`config.mk`:
```
export PLATFORM = sky130hd
export DESIGN_NAME = pbw_ram
export DESIGN_NICKNAME = d
export VERILOG_FILES = /design/src/per_bin_welford_background_defines.svh /design/src/pbw_ram.sv
export SDC_FILE = /design/constraint.sdc
export NUM_CORES = 2
export LEC_CHECK = 0
export ABC_AREA = 1
export BUFFER_PORTS_ARGS = -buffer_cell sky130_fd_sc_hd__clkbuf_2
export CAP_MARGIN = 20
export CORE_ASPECT_RATIO = 0.75
export CORE_MARGIN = 3
export CORE_UTILIZATION = 54
export DETAILED_ROUTE_END_ITERATION = 16
export GPL_TIMING_DRIVEN = 0
export MAX_ROUTING_LAYER = met4
export PLACE_DENSITY = 0.69
export REMOVE_ABC_BUFFERS = 1
export SLEW_MARGIN = 0
export SYNTH_ARGS = -nofsm -noshare
export SYNTH_HDL_FRONTEND = slang
export SYNTH_SLANG_ARGS = --single-unit
```
`constraint.sdc`:
```
create_clock -name clk -period 2.37 [get_ports clk]
set_input_delay 0.237 -clock clk [delete_from_list [all_inputs] [get_ports clk]]
set_output_delay 0.237 -clock clk [all_outputs]
set_load 0.01 [all_outputs]
```
`src/per_bin_welford_background_defines.svh`:
```
// Assertion macros shared by the per-bin background statistics RTL.
// Used by modules that clock on clk and reset on arst_n; no other dependency.
`ifndef PER_BIN_WELFORD_BACKGROUND_DEFINES_SVH
`define PER_BIN_WELFORD_BACKGROUND_DEFINES_SVH
`ifndef SYNTHESIS
// Checks a property on every rising clock edge while reset is released.
`define PBW_ASSERT(name, prop, msg) \
	name: assert property (@(posedge clk) disable iff (!arst_n) (prop)) else $error(msg);
// Checks that a trigger is followed in the next cycle by a condition.
`define PBW_ASSERT_NEXT(name, trig, cond, msg) \
	name: assert property (@(posedge clk) disable iff (!arst_n) (trig) |=> (cond)) \
		else $error(msg);
`else
`define PBW_ASSERT(name, prop, msg)
`define PBW_ASSERT_NEXT(name, trig, cond, msg)
`endif
`endif

```
`src/pbw_ram.sv`:
```
// Generic single-write, single-read synchronous RAM with registered read data.
// No dependencies.
module pbw_ram #(
	parameter int WIDTH = 8,
	parameter int DEPTH = 256
) (
	input  logic                     clk,
	input  logic                     we,
	input  logic [$clog2(DEPTH)-1:0] waddr,
	input  logic [WIDTH-1:0]         wdata,
	input  logic                     re,
	input  logic [$clog2(DEPTH)-1:0] raddr,
	output logic [WIDTH-1:0]         rdata
);
	logic [WIDTH-1:0] mem [DEPTH];

	always_ff @(posedge clk) begin
		if (we) begin
			mem[waddr] <= wdata;
		end
		if (re) begin
			rdata <= mem[raddr];
		end
	end
endmodule

```
==> impl_metrics.py <==
metrics = {
    "clock_tree": {
        "clock_path_buffers": 3,
        "cts_root_buffer": "clkbuf_16",
        "cts_tree": "yes",
        "htreeDepth": 4,
        "cts_buffers": 189,
        "insertion_delay_ns": 0.83,
        "path_clk_slew_ns": 0.06,
        "clock-sinks": 2056,
    },
    "timing": {
        "fin_ws_ns": -0.0379,
        "fin_skew_ns": 0.0317,
        "whs_ns": 0.0254,
        "worst_pin_slew_ns": 1.23,
        "slew_viol_final": 0,
        "maxSlewHeadroom": 0.183,
        "grt_setup_unrepaired": "no",
        "timing.final.hold_violations": 0,
        "tns_ns": -0.0817,
        "fin_crit_ns": 2.41,
        "setup_viol": 5,
        "period_share": 1.02,
        "max_freq_mhz": 415,
    },
    "floorplan": {
        "rows": 124,
        "die_w_um": 460,
        "die_h_um": 347,
        "fp.dieArea_um2": 159000,
        "core_um2": 153000,
        "initial_core_util": 0.546,
        "ios": 35,
    },
    "global_route": {
        "antenna_found_initial": 7,
        "grt_pass1_vias": 51500,
        "grt_max_degree": 136,
        "track_usage": 0.302,
        "gr-total-overflow": 0,
        "grt_pass1_wl_mm": 346,
    },
    "routing": {
        "drtIter0Drc": 8594,
        "drc": 0,
        "post_drt_via_cell_ratio": 6.18,
        "wirelength_mm": 237,
        "postRouteAntennaNets": 0,
        "vias": 55900,
        "wl_per_cell_um": 26.2,
        "dr.pass1.iters": 6,
    },
    "outcome": {
        "status": "finished with violations",
        "failed_checks": "negative setup slack",
    },
    "worst_hold_path": {
        "min_from": "wdata[6]",
        "hold_class": "in -> reg",
    },
    "critical_path": {
        "setup.worst_path.end_class": "flip-flop",
        "crit_start": "raddr[1]",
        "path_max_fanout": 34,
        "start_kind": "primary input",
        "r2r_slack_ns": 0.30,
        "cp_data_required_time_ns": 3.02,
        "worstReg2RegStart": "mem[223][3]",
        "worstPathArrival_ns": 3.06,
        "critPathKind": "in -> reg",
    },
    "power": {
        "p_leak_nw": 32.3,
        "ir_drop_v": 0.000784,
        "p_per_area_nw_per_um2": 797,
    },
    "place": {
        "postPlaceCellArea_um2": 85400,
        "hpwlAfterDp_mm": 117,
        "placedCellCount": 8626,
        "numPortBuffers": 34,
        "gp_congestion": 0.882,
        "dp_worst_setup_slack_ns": -2.56,
    },
    "yosys": {
        "synth_area_um2": 83500,
        "synth_cells": 7003,
        "synth.avg_cell_area_um2": 11.9,
        "synthDistinctLibCells": 13,
        "yosys_warnings": 0,
        "ys_ff_latch": 2056,
        "yosysSeqAreaShare": 0.740,
    },
    "layout": {
        "final_cells": 9040,
        "layout-drive-gt1-share": 0.0651,
        "nFillCells": 11600,
        "finalInstanceArea_um2": 93000,
        "area_delta_synth_final_pct": 11.5,
        "nNetsFinal": 6896,
    },
    "job": {
        "cap_violations": 0,
    },
}
layer usage:
metal	GRT usage	up-vias	part of all wire
met3	0.0742	541	0.13
met4	0.111	0	0.039
met1	0.433	27300	0.39
li1	-	24600	-
met5	-	-	0
met2	0.423	3449	0.44
cells in the final DEF (no fill, tap or decap):
master and instances:
diode_2 7, inv_4 1, inv_1 33, inv_6 9, nand2_1 2103, clkinv_8 3
nand3_1 1989, nand3_2 30, clkinv_16 3, nor2_1 283, clkbuf_1 49, clkinv_1 43
inv_2 1, clkbuf_16 200, buf_12 7, dlygate4sd3_1 4, nand2_2 20, clkinvlp_4 6
inv_8 1, edfxtp_1 2056, clkbuf_4 1, buf_6 1, bufbuf_16 37, clkbuf_2 21
inv_16 1, buf_8 1, buf_16 57, clkbuf_8 13, clkinv_2 34, buf_4 4
bufinv_16 6
final timing paths:
path         depth (start not counted)     endpoint
max reg2reg                         10     rdata[3]
max                                 15     rdata[6]
min                                  1  mem[106][6]
min reg2reg                         10     rdata[2]
power by group:
part	leakage, nW	internal [mW]	switching [mW]
Clock	2.77	15.6	13.3
Sequential	18.5	40.1	0.0208
Combinational	11.0	1.40	3.72
Total	32.3	57.1	17.0
area by class of cell:
type,count,area (um^2),area share
timing repair buffer,152,3450,0.0371
sequential,2056,61700,0.664
clock inverter,96,641,0.00689
antenna,7,17.5,0.000188
inverter,39,244,0.00262
tap,2016,2520,0.0271
multi-input combinational,4425,19300,0.208
clock buffer,243,5040,0.0542
timing repair inverter,6,55.1,0.000592
metrics by stage:
stage / util / power, mW
final: 0.608 / 74.1
after global routing: 0.608 / 76.0
after detailed placement: 0.558 / 45.3
after floorplan: - / 43.0
after global placement: 0.547 / 46.3
after CTS: 0.607 / 74.1
synthesized netlist by cell type:
library cell,instances,area share
buf_8,1,0.00018
nand2_1,2123,0.095
nor2_1,283,0.013
inv_4,1,0.000075
buf_6,16,0.0022
nand3_1,2019,0.12
inv_1,36,0.0016
clkbuf_1,112,0.0050
inv_2,2,0.000090
buf_4,46,0.0041
buf_1,40,0.0018
edfxtp_1,2056,0.74
buf_2,268,0.016
critical path, stage by stage:
cell	delay [ns]
clkbuf_8	0.21
buf_16	0.29
buf_16	0.26
clkinv_16	0.17
buf_16	0.21
buf_16	0.18
nand3_1	0.13
nand3_1	0.10
nand3_1	0.14
nand3_1	0.23
nand3_1	0.23
nand3_1	0.10
nand2_1	0.21
nand2_1	0.09
nand2_1	0.14
registers in the layout (all words and copies together) (netlist names):
signal,cells
mem,2048
rdata,8
timing repair:
item / CTS / global route
setup endpoints to repair: 8 / 8
gates resized for setup: 30 / 26
hold buffers: 4 / 0
buffers inserted: 2 / 2
gates cloned: 55 / 6
pin swaps: 0 / 0
hold endpoints to repair: 96 / 0
cell families (layout without fill, tap and decap cells):
group,count (synthesis),in the layout,share of synthesized area
buf+inv,522,536,0.0312
flops,2056,2056,0.740
other cells,0,7,0
simple gates,4425,4425,0.229
Power figures use the tool's default switching activity.
